<file path="config.mk">
export PLATFORM = sky130hd
export DESIGN_NAME = aspd_cfg_regs_flat
export DESIGN_NICKNAME = d
export VERILOG_FILES = /design/src/hdl/aspd_pkg.sv /design/src/hdl/aspd_cfg_if.sv /design/src/hdl/aspd_cfg_regs.sv /design/src/flat_wrapper.sv
export SDC_FILE = /design/constraint.sdc
export NUM_CORES = 1
export LEC_CHECK = 0
export ABC_CLOCK_PERIOD_IN_PS = 1900
export BUFFER_PORTS_ARGS = -buffer_cell sky130_fd_sc_hd__buf_2
export CAP_MARGIN = 20
export CORE_ASPECT_RATIO = 0.5
export CORE_MARGIN = 3
export CORE_UTILIZATION = 40
export DETAILED_ROUTE_END_ITERATION = 8
export PLACE_DENSITY = 0.69
export SYNTH_ARGS = -nofsm -noshare
export SYNTH_HDL_FRONTEND = slang
export SYNTH_SLANG_ARGS = --single-unit
</file>
<file path="constraint.sdc">
create_clock -name clk -period 1.9 [get_ports clk]
set_input_delay 0.095 -clock clk [delete_from_list [all_inputs] [get_ports clk]]
set_output_delay 0.095 -clock clk [all_outputs]
set_load 0.01 [all_outputs]
</file>
<file path="src/hdl/aspd_pkg.sv">
package aspd_pkg;

  localparam int SLOT_COUNT = 16;
  localparam int MAX_REPEAT = 64;

  localparam int SAMPLE_W  = 32;
  localparam int CHAN_W    = 4;
  localparam int GAIN_W    = 24;
  localparam int PERIOD_W  = 20;
  localparam int REPEAT_W  = 7;
  localparam int DUTY_W    = 20;
  localparam int CFG_IDX_W = 8;
  localparam int CFG_DAT_W = 24;

  // 268.8 in Q20.8, rounded
  localparam int unsigned DUTY_MIN_Q8 = 68813;
  // ceil(2^34 / 5): exact floor(x / 5) for any x below 2^32 after >> 34
  localparam logic [31:0] DIV5_RECIP = 32'd3435973837;

  localparam logic [GAIN_W-1:0]   GAIN_RST   = 24'd65536;
  localparam logic [PERIOD_W-1:0] PERIOD_RST = 20'd4096;
  localparam logic [REPEAT_W-1:0] REPEAT_RST = 7'd1;
  localparam logic [CHAN_W-1:0]   SLOT_RST   = 4'd0;

  typedef enum logic [CFG_IDX_W-1:0] {
    REG_PWM_GAIN      = 8'd0,
    REG_PERIOD_COUNT  = 8'd1,
    REG_REPEAT_COUNT  = 8'd2,
    REG_SELECTED_SLOT = 8'd3
  } cfg_reg_t;

  typedef struct packed {
    logic [GAIN_W-1:0]   pwm_gain;
    logic [PERIOD_W-1:0] period_count;
    logic [REPEAT_W-1:0] repeat_count;
    logic [CHAN_W-1:0]   selected_slot;
  } cfg_t;

  // one finished duty word heading for the repeater
  typedef struct packed {
    logic [DUTY_W-1:0]   duty;
    logic [REPEAT_W-1:0] copies;
    logic                eob;
  } duty_res_t;

endpackage

</file>
<file path="src/hdl/aspd_cfg_if.sv">
interface aspd_cfg_if;
  logic                              valid;
  logic                              ready;
  logic [aspd_pkg::CFG_IDX_W-1:0]    index;
  logic [aspd_pkg::CFG_DAT_W-1:0]    data;

  modport source (output valid, output index, output data, input ready);
  modport sink   (input valid, input index, input data, output ready);
endinterface

</file>
<file path="src/hdl/aspd_cfg_regs.sv">
module aspd_cfg_regs (
  input  logic            clk,
  input  logic            rst_n,
  aspd_cfg_if.sink        cfg_ch,
  output aspd_pkg::cfg_t  cfg
);
  import aspd_pkg::*;

  cfg_t cfg_r;
  cfg_t cfg_nxt;

  assign cfg_ch.ready = 1'b1;
  assign cfg          = cfg_r;

  always_comb begin
    cfg_nxt = cfg_r;
    if (cfg_ch.valid) begin
      unique case (cfg_reg_t'(cfg_ch.index))
        REG_PWM_GAIN:      cfg_nxt.pwm_gain      = cfg_ch.data[GAIN_W-1:0];
        REG_PERIOD_COUNT:  cfg_nxt.period_count  = cfg_ch.data[PERIOD_W-1:0];
        REG_REPEAT_COUNT:  cfg_nxt.repeat_count  = cfg_ch.data[REPEAT_W-1:0];
        REG_SELECTED_SLOT: cfg_nxt.selected_slot = cfg_ch.data[CHAN_W-1:0];
        default:           cfg_nxt = cfg_r;  // unmapped index, dropped
      endcase
    end
  end

  always_ff @(posedge clk) begin
    if (!rst_n) begin
      cfg_r.pwm_gain      <= GAIN_RST;
      cfg_r.period_count  <= PERIOD_RST;
      cfg_r.repeat_count  <= REPEAT_RST;
      cfg_r.selected_slot <= SLOT_RST;
    end else begin
      cfg_r <= cfg_nxt;
    end
  end

endmodule

</file>
<file path="src/flat_wrapper.sv">
// flat-port wrapper written by rule: the top's interface ports become plain ports
module aspd_cfg_regs_flat import aspd_pkg::*;
  (clk, rst_n, cfg, cfg_ch_valid, cfg_ch_index, cfg_ch_data, cfg_ch_ready);
  aspd_cfg_if cfg_ch_i ();
  input  logic clk;
  input  logic rst_n;
  output aspd_pkg::cfg_t cfg;
  input wire logic [$bits(cfg_ch_i.valid)-1:0] cfg_ch_valid;
  input wire logic [$bits(cfg_ch_i.index)-1:0] cfg_ch_index;
  input wire logic [$bits(cfg_ch_i.data)-1:0] cfg_ch_data;
  output wire logic [$bits(cfg_ch_i.ready)-1:0] cfg_ch_ready;
  assign cfg_ch_i.valid = cfg_ch_valid;
  assign cfg_ch_i.index = cfg_ch_index;
  assign cfg_ch_i.data = cfg_ch_data;
  assign cfg_ch_ready = cfg_ch_i.ready;
  aspd_cfg_regs u_core (.clk(clk), .rst_n(rst_n), .cfg_ch(cfg_ch_i), .cfg(cfg));
endmodule
</file>
==> impl_metrics.csv, run 1 <==
group,metric,value,unit
outcome,result_of_the_run,"finished, final reports clean",
run,reported_max_cap_violation_count,0,
layout,layout_common_cells,"sky130_fd_sc_hd__buf_2, sky130_fd_sc_hd__nand2_1, sky130_fd_sc_hd__mux2i_1, sky130_fd_sc_hd__dfxtp_1, sky130_fd_sc_hd__nor2b_1",
worst_setup_path,startpoint_of_the_worst_slack_reg_to_reg_timing_path,"u_core.cfg[32]$_SDFFE_PN0P_",
sta,finalHoldViolations,0,
cts,library_cell_used_as_clock_root_buffer,"sky130_fd_sc_hd__clkbuf_8",
layout,multi_input_area,954.7,µm²
detailed_routing,ant_nets,0,
layout,antenna_cells_inserted,0,
detailed_routing,drt_first_pass_iters,4,
sta,layout_min_cycle_time,1150,ps
synthesis,netlist_instances,216,
synthesis,yosys.cell_types.count,16,
sta,rsz0062_at_grt,"no",
layout,layout-area-overhead-vs-synth,24.18,%
synthesis,compound_cell_area_share_of_the_yosys_netlist,0,%
sta,fin_worst_hold_slack,31.17,ps
sta,setup_tns,0,ps
cts,htree_levels,2,
worst_setup_path,r2r_cells,2,
cts,worst_skew_pair.late_latency,290,ps
global_route,globalRoute.totalOverflow,0,
cts,numCtsBuffers,5,
floorplanning,initial_core_utilization,42.80,%
power_and_ir_drop,cellLeakagePower,1.392,nW
floorplanning,placeableCoreArea,5090,µm²
worst_setup_path,worst-path-max-fanout,20,
worst_setup_path,critical_path_class,"input port to flip-flop",
cts,ctsResizeCount,0,
detailed_routing,via_cell_ratio,4.648,
floorplanning,dieArea,6421,µm²
floorplanning,die-width,110.4,µm
placed_design,hpwlAfterDp,3.358,mm
synthesis,synth.yosys.seq_area_share,50.55,%
synthesis,largest_family_of_logic_cells_by_synthesized_area,"multiplexers",
detailed_routing,via_count,1715,
floorplanning,die_height,58.18,µm
worst_setup_path,critical_path.startpoint,"cfg_ch_index[6]",
min_path,hold_path_startpoint,"cfg_ch_data[23]",
detailed_routing,drt_iter0_drc,83,
layout,design.final.nets,333,
detailed_routing,detail_route.wl_per_cell,12.36,µm
global_route,largest_net_degree_at_the_start_of_global_routing,83,
synthesis,yosysWarningCount,0,
min_path,hp-class,"input port to flip-flop",
synthesis,syn_nets,251,
sta,fmaxAchievable,869.8,MHz
synthesis,synth_mux_area_share,25.27,%
worst_setup_path,worst_setup_sp_type,"input port",
cts,clk_pin_slew_worst_paths,90,ps
worst_setup_path,endpoint_of_the_worst_register_to_register_path,"u_core.cfg[32]$_SDFFE_PN0P_",
floorplanning,rows,18,
synthesis,synth-adder-area-share,0,%
worst_setup_path,worst-endpoint-arrival,1370,ps
sta,setup_violations,0,
power_and_ir_drop,vdd_ir_drop_max,0.2651,mV
global_route,grt_antenna_before_repair,0,
power_and_ir_drop,cellPowerDensity,684.1,nW/µm²
layout,register_area,1101,µm²
global_route,globalRouteTotalUtil,14.56,%
detailed_routing,routed_wl,4.561,mm
global_route,via_count_of_the_first_global_routing_pass,1761,
detailed_routing,post-route-drc-count,0,
worst_setup_path,timing.reg2reg.setup_slack,1290,ps
synthesis,syn_avg_cell_area,10.08,µm²
layout,drive_above_1_share,34.11,%
cts,clock_tree.buffer_depth,2,
placed_design,portBuffers,89,
layout,layout.cells.most_common,"sky130_fd_sc_hd__buf_2",
cts,clock_tree_from_tritoncts,"yes",
sta,finClkSkew,0,ps
sta,timing.final.max_slew_violations,0,
synthesis,synth-simple-area-share,18.15,%
worst_setup_path,cp.required,2120,ps
layout,largest_reg_flops,55,
floorplanning,io_pins,91,
cts,holdBufCountCts,0,
layout,fillers,516,
synthesis,syn-cell-area,2178,µm²
synthesis,synth_xor_xnor_area_share,0,%
cts,postCtsSetupRepairBufs,0,
worst_setup_path,setup.worst_path.end,"u_core.cfg[25]$_SDFFE_PN0P_",
placed_design,gp_congestion,0.6992,
worst_setup_path,end_kind,"flip-flop",
global_route,grt_pass1_wl,7.465,mm
synthesis,postSynthRegisterBits,55,
cts,cts.sink_count,55,
sta,fin_crit_sh,60.51,%
==> worst max-delay path: stages <==
cell and delay [ps]:
sky130_fd_sc_hd__buf_2 110, sky130_fd_sc_hd__nor4b_4 340, sky130_fd_sc_hd__and4b_1 240, sky130_fd_sc_hd__buf_4 330, sky130_fd_sc_hd__mux2i_1 230
==> metrics by stage <==
step	worst slack (ps)	instance area [µm²]	std cells	util [%]	total power (W)
after floorplan	805.0	2178	216	-	0.001235
after global placement	520.1	2624	361	51.55	0.001283
after detailed placement	452.4	2624	361	51.55	0.001286
after CTS	765.2	2705	369	53.15	0.001889
after global routing	634.2	2705	369	53.15	0.001941
final	750.3	2705	369	53.15	0.001851
==> final cells by class <==
class,count,share of cell area [%]
clock buffers,7,2.821
clock inverters,1,0.1850
repair buffers,92,17.76
multi-input cells,144,35.29
flip-flops and latches,55,40.70
well taps,70,3.238
==> power breakdown <==
group / total, W / switching, W / internal [W] / leakage [nW]
registers: 0.00115 / 0.000000688 / 0.00115 / 0.443
logic: 0.000104 / 0.0000589 / 0.0000453 / 0.907
clock network: 0.000593 / 0.000334 / 0.000259 / 0.0422
total: 0.00185 / 0.000393 / 0.00146 / 1.39
==> synthesized netlist by cell type, drive strengths merged <==
cell | n | share of area, %
and4b | 2 | 0.98
buf | 8 | 4.3
clkbuf | 9 | 1.6
conb | 1 | 0.17
dfxtp | 55 | 51
mux2i | 55 | 25
nand2 | 76 | 13
nand4 | 1 | 0.29
nand4bb | 1 | 0.52
nor2b | 6 | 1.7
nor3 | 1 | 0.46
nor4b | 1 | 1.1
==> how the worst min path moves through the flow <==
stage	end	cells past startpoint
after floorplan	u_core.cfg[43]$_SDFFE_PN0P_	2
after global placement	u_core.cfg[54]$_SDFFE_PN0P_	3
after detailed placement	u_core.cfg[54]$_SDFFE_PN0P_	3
after CTS	u_core.cfg[54]$_SDFFE_PN0P_	3
after global routing	u_core.cfg[54]$_SDFFE_PN0P_	3
final	u_core.cfg[54]$_SDFFE_PN0P_	3
==> kinds of logic (layout without fill, tap and decap cells) <==
logic type,count (synthesis),after routing
simple gates,88,88
other cells,1,1
mux,55,55
buf+inv,17,100
flops,55,55
==> per-layer routing <==
metal  GRT usage, %  up-vias  part of all wire (%)
li1               -      866                     -
met1          16.84      801                    45
met2          27.50       46                    50
met3          3.448        2                   5.4
met4          3.158        0                  0.42
met5              0        -                     0
Note: power is estimated with default switching activity, not from simulation.
==> run 2, diff against run 1 <==
--- a/config.mk
+++ b/config.mk
@@ -5,14 +5,15 @@
 export SDC_FILE = /design/constraint.sdc
 export NUM_CORES = 1
 export LEC_CHECK = 0
-export ABC_CLOCK_PERIOD_IN_PS = 1900
+export ABC_AREA = 1
+export ABC_CLOCK_PERIOD_IN_PS = 1210
 export BUFFER_PORTS_ARGS = -buffer_cell sky130_fd_sc_hd__buf_2
 export CAP_MARGIN = 20
 export CORE_ASPECT_RATIO = 0.5
 export CORE_MARGIN = 3
 export CORE_UTILIZATION = 40
 export DETAILED_ROUTE_END_ITERATION = 8
-export PLACE_DENSITY = 0.69
+export PLACE_DENSITY = 0.67
 export SYNTH_ARGS = -nofsm -noshare
 export SYNTH_HDL_FRONTEND = slang
 export SYNTH_SLANG_ARGS = --single-unit
==> constraint.sdc (replaced) <==
create_clock -name clk -period 1.21 [get_ports clk]
set_input_delay 0.0605 -clock clk [delete_from_list [all_inputs] [get_ports clk]]
set_output_delay 0.0605 -clock clk [all_outputs]
set_load 0.01 [all_outputs]
==> impl_metrics.csv, run 2 <==
group,metric,value,unit
power_and_ir_drop,total_power,0.003751,W
power_and_ir_drop,cellPowerDensity,1223,nW/µm²
layout,postLayoutCellArea,3068,µm²
worst_setup_path,critical_path_class,"input port to flip-flop",
sta,finClkSkew,0,ps
cts,holdBufCountCts,0,
floorplanning,placeableCoreArea,5634,µm²
worst_setup_path,worst-endpoint-arrival,1030,ps
worst_setup_path,endpoint_of_the_worst_register_to_register_path,"u_core.cfg[48]$_SDFFE_PN0P_",
global_route,globalRoute.totalOverflow,0,
outcome,result_of_the_run,"finished, final reports clean",
synthesis,syn-cell-area,2401,µm²
synthesis,yosys.area.top_type_share,45.86,%
synthesis,syn_nets,377,
power_and_ir_drop,cellLeakagePower,1.527,nW
synthesis,syn_avg_cell_area,7.021,µm²
sta,finalHoldViolations,0,
placed_design,place_worst_setup_slack,68.16,ps
synthesis,yosys.cell_types.count,13,
placed_design,gp_congestion,0.7814,
placed_design,dpl-instance-area,2894,µm²
global_route,largest_net_degree_at_the_start_of_global_routing,63,
floorplanning,dieArea,7025,µm²
synthesis,synth_largest_area_cell,"sky130_fd_sc_hd__dfxtp_1",
sta,fin_crit_sh,71.34,%
detailed_routing,post-route-drc-count,0,
sta,layout_min_cycle_time,863.2,ps
worst_setup_path,r2r_cells,2,
worst_setup_path,critical_path.startpoint,"cfg_ch_index[7]",
global_route,globalRouteTotalUtil,15.95,%
synthesis,synth_commonest_cells,"sky130_fd_sc_hd__nand2_1, sky130_fd_sc_hd__nand3_1, sky130_fd_sc_hd__dfxtp_1, sky130_fd_sc_hd__nor2_1, sky130_fd_sc_hd__a21oi_1",
layout,fillers,543,
layout,layout_common_cells,"sky130_fd_sc_hd__buf_2, sky130_fd_sc_hd__nand2_1, sky130_fd_sc_hd__nand3_1, sky130_fd_sc_hd__nor2_1, sky130_fd_sc_hd__dfxtp_1",
floorplanning,rows,19,
floorplanning,io_pins,91,
worst_setup_path,worst-path-max-fanout,62,
detailed_routing,drt_first_pass_iters,4,
layout,layout.cells.most_common,"sky130_fd_sc_hd__buf_2",
sta,setup_tns,0,ps
synthesis,synthMostInstantiatedCell,"sky130_fd_sc_hd__nand2_1",
cts,worst_skew_pair.late_latency,290,ps
layout,drive_above_1_share,25.66,%
worst_setup_path,timing.reg2reg.setup_slack,600,ps
sta,final.setup.worst_slack,346.8,ps
worst_setup_path,crit_slowest_cell,"sky130_fd_sc_hd__buf_12",
layout,design.final.nets,451,
detailed_routing,drt_iter0_drc,162,
worst_setup_path,setup.worst_path.end,"u_core.cfg[47]$_SDFFE_PN1P_",
placed_design,hpwlAfterDp,3.893,mm
cts,htree_levels,2,
synthesis,postSynthRegisterBits,55,
cts,ctsResizeCount,0,
floorplanning,die-width,115.6,µm
sta,rsz0062_at_grt,"no",
synthesis,synth.yosys.seq_area_share,45.86,%
cts,cts.sink_count,55,
floorplanning,initial_core_utilization,42.62,%
sta,setup_violations,0,
layout,layout-area-overhead-vs-synth,27.77,%
detailed_routing,via_count,2355,
layout,largest_reg_flops,55,
placed_design,portBuffers,89,
synthesis,synth_enable_flop_cells,0,
cts,numCtsBuffers,5,
global_route,grt_antenna_before_repair,0,
synthesis,synthFlopType,"sky130_fd_sc_hd__dfxtp_1",
synthesis,netlist_instances,342,
layout,finished_core_util,54.45,%
min_path,hp-class,"input port to flip-flop",
detailed_routing,via_cell_ratio,4.806,
detailed_routing,routed_wl,5.743,mm
cts,clock_tree_from_tritoncts,"yes",
synthesis,async_reset_ff_share,0,%
detailed_routing,detail_route.wl_per_cell,11.72,µm
global_route,via_count_of_the_first_global_routing_pass,1994,
synthesis,yosysWarningCount,0,
worst_setup_path,cp.required,1380,ps
sta,fmaxAchievable,1158,MHz
global_route,grt_pass1_wl,8.997,mm
worst_setup_path,cp_slowest_stage_delay,260,ps
worst_setup_path,end_kind,"flip-flop",
worst_setup_path,startpoint_of_the_worst_slack_reg_to_reg_timing_path,"u_core.cfg[48]$_SDFFE_PN0P_",
cts,postCtsSetupRepairBufs,0,
cts,clk_pin_slew_worst_paths,70,ps
run,reported_max_cap_violation_count,0,
detailed_routing,ant_nets,0,
power_and_ir_drop,vdd_ir_drop_max,0.6062,mV
sta,timing.final.max_slew_violations,0,
layout,multi_input_area,1027,µm²
worst_setup_path,worstPathCellList,"buf_2, nor2_1, nand2_1, nor2_4, buf_12, nand2_1, nand2_1, nand3_1",
layout,register_area,1101,µm²
worst_setup_path,worst_setup_sp_type,"input port",
worst_setup_path,cp_common_cell,"sky130_fd_sc_hd__nand2_1",
floorplanning,die_height,60.79,µm
layout,antenna_cells_inserted,0,
synthesis,ys_top_cells_by_area,"sky130_fd_sc_hd__dfxtp_1, sky130_fd_sc_hd__nand3_1, sky130_fd_sc_hd__a21oi_1, sky130_fd_sc_hd__nand2_1, sky130_fd_sc_hd__nor2_1",
cts,clock_tree.buffer_depth,2,
cts,library_cell_used_as_clock_root_buffer,"sky130_fd_sc_hd__clkbuf_16",
-- run 2: worst max-delay path, delay by kind of cell --
kind / cells / cell delay, ps
simple gates: 6 / 590
buf+inv: 2 / 360
-- run 2: routing by layer --
layer  up-vias  global-route usage [%]  wire length (µm)
li1       1238                       -                 -
met1      1048                   20.43              2723
met2        64                   27.47              2679
met3         5                   4.183               295
met4         0                   3.846                46
met5         -                       0                 0
-- run 2: how the worst min path moves through the flow --
stage	to	start	depth (start not counted)
final	u_core.cfg[4]$_SDFFE_PN1P_	cfg_ch_data[0]	3
after global routing	u_core.cfg[23]$_SDFFE_PN1P_	cfg_ch_data[12]	3
after CTS	u_core.cfg[4]$_SDFFE_PN1P_	cfg_ch_data[0]	3
after detailed placement	u_core.cfg[4]$_SDFFE_PN1P_	cfg_ch_data[0]	3
after global placement	u_core.cfg[4]$_SDFFE_PN1P_	cfg_ch_data[0]	3
after floorplan	u_core.cfg[47]$_SDFFE_PN1P_	cfg_ch_data[16]	2
-- run 2: cell type report --
type	count	area share [%]
clock buffer	6	4.527
clock inverter	2	1.142
sequential	55	35.89
inverter	27	3.303
timing repair buffer	96	18.68
tap	73	2.977
multi-input combinational	231	33.48
-- run 2: cell families after synthesis --
| group | share of synthesized area (%) |
|---|---|
| and+or+nand+nor | 31.79 |
| DFF | 45.86 |
| other | 0.1562 |
| AOI/OAI and AO/OA | 10.84 |
| buffers and inverters | 11.36 |
-- run 2: through the flow --
| step | hold slack [ps] | cells |
|---|---|---|
| 3_3_place_gp | 320.8 | 482 |
| 3_5_place_dp | 329.3 | 482 |
| 4_1_cts | 31.33 | 490 |
| 2_1_floorplan | 214.9 | 342 |
| 6_report | 30.98 | 490 |
| 5_1_grt | 49.47 | 490 |
-- run 2: report_power, final --
group / total (W) / internal [W] / switching [W] / leakage [nW]
clock network: 0.00167 / 0.00103 / 0.000637 / 0.0868
registers: 0.00181 / 0.00181 / 0.00000215 / 0.443
logic: 0.000269 / 0.000101 / 0.000169 / 0.997
total: 0.00375 / 0.00294 / 0.000807 / 1.53
==> run 3, diff against run 2 <==
--- a/config.mk
+++ b/config.mk
@@ -6,7 +6,7 @@
 export NUM_CORES = 1
 export LEC_CHECK = 0
 export ABC_AREA = 1
-export ABC_CLOCK_PERIOD_IN_PS = 1210
+export ABC_CLOCK_PERIOD_IN_PS = 900
 export BUFFER_PORTS_ARGS = -buffer_cell sky130_fd_sc_hd__buf_2
 export CAP_MARGIN = 20
 export CORE_ASPECT_RATIO = 0.5
==> constraint.sdc (replaced) <==
create_clock -name clk -period 0.9 [get_ports clk]
set_input_delay 0.045 -clock clk [delete_from_list [all_inputs] [get_ports clk]]
set_output_delay 0.045 -clock clk [all_outputs]
set_load 0.01 [all_outputs]
==> impl_metrics.csv, run 3 (synthesized netlist as in run 2, its figures left out) <==
group,metric,value,unit
layout,antenna_cells_inserted,0,
worst_setup_path,cp.required,850,ps
min_path,holdPathStages,3,
worst_setup_path,worst-path-max-fanout,2,
sta,setup_violations,0,
detailed_routing,ant_nets,0,
cts,clock_tree.buffer_depth,2,
placed_design,gp_congestion,0.7716,
worst_setup_path,end_kind,"output port",
layout,fillers,551,
global_route,globalRoute.totalOverflow,0,
floorplanning,die_height,60.79,µm
outcome,result_of_the_run,"finished, final reports clean",
worst_setup_path,timing.reg2reg.setup_slack,290,ps
detailed_routing,via_count,2364,
worst_setup_path,critical_path_class,"flip-flop to output port",
worst_setup_path,r2r_cells,2,
floorplanning,die-width,115.6,µm
sta,finClkSkew,0,ps
layout,layout.cells.most_common,"sky130_fd_sc_hd__buf_2",
global_route,via_count_of_the_first_global_routing_pass,2132,
cts,htree_levels,2,
worst_setup_path,crit_slowest_cell,"sky130_fd_sc_hd__dfxtp_1",
global_route,largest_net_degree_at_the_start_of_global_routing,56,
floorplanning,rows,19,
detailed_routing,drt_first_pass_iters,4,
detailed_routing,post-route-drc-count,0,
sta,layout_min_cycle_time,824.5,ps
layout,layout-area-overhead-vs-synth,30.95,%
power_and_ir_drop,vdd_ir_drop_max,0.9511,mV
power_and_ir_drop,cellPowerDensity,1679,nW/µm²
cts,holdBufCountCts,0,
min_path,hold_path_startpoint,"cfg_ch_data[16]",
sta,fmaxAchievable,1213,MHz
cts,worst_skew_pair.late_latency,290,ps
floorplanning,dieArea,7025,µm²
layout,layout_common_cells,"sky130_fd_sc_hd__buf_2, sky130_fd_sc_hd__nand2_1, sky130_fd_sc_hd__nand3_1, sky130_fd_sc_hd__nor2_1, sky130_fd_sc_hd__dfxtp_1",
worst_setup_path,worstPathCellList,"buf_2",
worst_setup_path,cp_slowest_stage_delay,350,ps
sta,finalHoldViolations,0,
min_path,min_to,"u_core.cfg[47]$_SDFFE_PN1P_",
detailed_routing,routed_wl,5.821,mm
global_route,globalRouteTotalUtil,16.78,%
worst_setup_path,timing.critical_path.buf_inv,1,
layout,largest_reg_flops,55,
cts,numCtsBuffers,5,
detailed_routing,via_cell_ratio,4.805,
layout,drive_above_1_share,26.01,%
sta,final.setup.worst_slack,75.46,ps
power_and_ir_drop,total_power,0.005280,W
power_and_ir_drop,cellLeakagePower,1.552,nW
run,reported_max_cap_violation_count,0,
cts,clock_tree_from_tritoncts,"yes",
layout,design.final.nets,453,
global_route,grt_antenna_before_repair,0,
placed_design,portBuffers,89,
min_path,hp-class,"input port to flip-flop",
worst_setup_path,worst_setup_sp_type,"flip-flop",
cts,library_cell_used_as_clock_root_buffer,"sky130_fd_sc_hd__clkbuf_16",
detailed_routing,detail_route.wl_per_cell,11.83,µm
detailed_routing,drt_iter0_drc,123,
placed_design,place_worst_setup_slack,-247.7,ps
placed_design,hpwlAfterDp,4.003,mm
sta,fin_crit_sh,91.62,%
cts,clk_pin_slew_worst_paths,70,ps
worst_setup_path,endpoint_of_the_worst_register_to_register_path,"u_core.cfg[8]$_SDFFE_PN0P_",
worst_setup_path,startpoint_of_the_worst_slack_reg_to_reg_timing_path,"u_core.cfg[8]$_SDFFE_PN0P_",
worst_setup_path,top_cell_family_by_delay_on_the_critical_path,"flip-flops",
sta,rsz0062_at_grt,"no",
floorplanning,initial_core_utilization,42.62,%
sta,timing.final.max_slew_violations,0,
cts,cts.sink_count,55,
global_route,grt_pass1_wl,9.549,mm
floorplanning,io_pins,91,
floorplanning,placeableCoreArea,5634,µm²
worst_setup_path,worst-endpoint-arrival,780,ps
## run 3: changes by cell type in the layout (fill, tap and decap cells not counted)
cell,change
sky130_fd_sc_hd__buf_12,+2
sky130_fd_sc_hd__buf_4,-1
sky130_fd_sc_hd__bufinv_16,+1
sky130_fd_sc_hd__clkbuf_16,+1
sky130_fd_sc_hd__clkbuf_8,-1
sky130_fd_sc_hd__clkinv_2,-1
sky130_fd_sc_hd__clkinvlp_4,+1
## run 3: how the worst max path moves through the flow
stage	startpoint	slack [ps]	cells after the start	endpoint
after floorplan	cfg_ch_index[3]	20	7	u_core.cfg[47]$_SDFFE_PN1P_
after global placement	cfg_ch_index[3]	-150	8	u_core.cfg[10]$_SDFFE_PN0P_
after detailed placement	cfg_ch_index[3]	-250	8	u_core.cfg[43]$_SDFFE_PN0P_
after CTS	u_core.cfg[9]$_SDFFE_PN0P_	50	1	cfg[9]
after global routing	cfg_ch_index[5]	5	8	u_core.cfg[43]$_SDFFE_PN0P_
final	u_core.cfg[9]$_SDFFE_PN0P_	80	1	cfg[9]
## run 3: metrics by stage
stage	instance area (µm²)	setup TNS [ps]	utilization [%]	std cells	hold WS (ps)
final	3144	0	55.81	492	9.249
after global routing	3144	0	55.81	492	35.63
after CTS	3119	0	55.36	491	10.27
after detailed placement	2927	-9376	51.94	483	310.8
after global placement	2927	-6593	51.94	483	301.9
after floorplan	2401	0	-	342	199.4
## run 3: where the power goes
| group | total (W) | switching (W) | leakage (nW) | internal, W |
|---|---|---|---|---|
| combinational | 0.000371 | 0.000228 | 1.02 | 0.000143 |
| sequential | 0.00244 | 0.00000282 | 0.443 | 0.00244 |
| clock | 0.00247 | 0.000876 | 0.0900 | 0.00159 |
| total | 0.00528 | 0.00111 | 1.55 | 0.00417 |
## run 3: per-layer routing
layer	global-route usage, %	up-vias	part of all wire [%]
li1	-	1242	-
met2	30.76	54	51
met5	0	-	0
met4	4.348	0	0.62
met1	20.51	1064	43
met3	3.586	4	5.3
## run 3: repair_timing
action | 4_1_cts | 5_1_grt
setup endpoints to repair | 0 | 4
buffers inserted | 0 | 0
resized for setup | 0 | 0
## run 3: layout make-up
type,instances,area (µm²),area share (%)
well taps,73,91.34,2.905
repair buffers,98,630.6,20.06
clock buffers,5,125.1,3.979
flip-flops and latches,55,1101,35.02
multi-input cells,231,1027,32.67
inverters,27,101.3,3.223
clock inverters,3,67.56,2.149
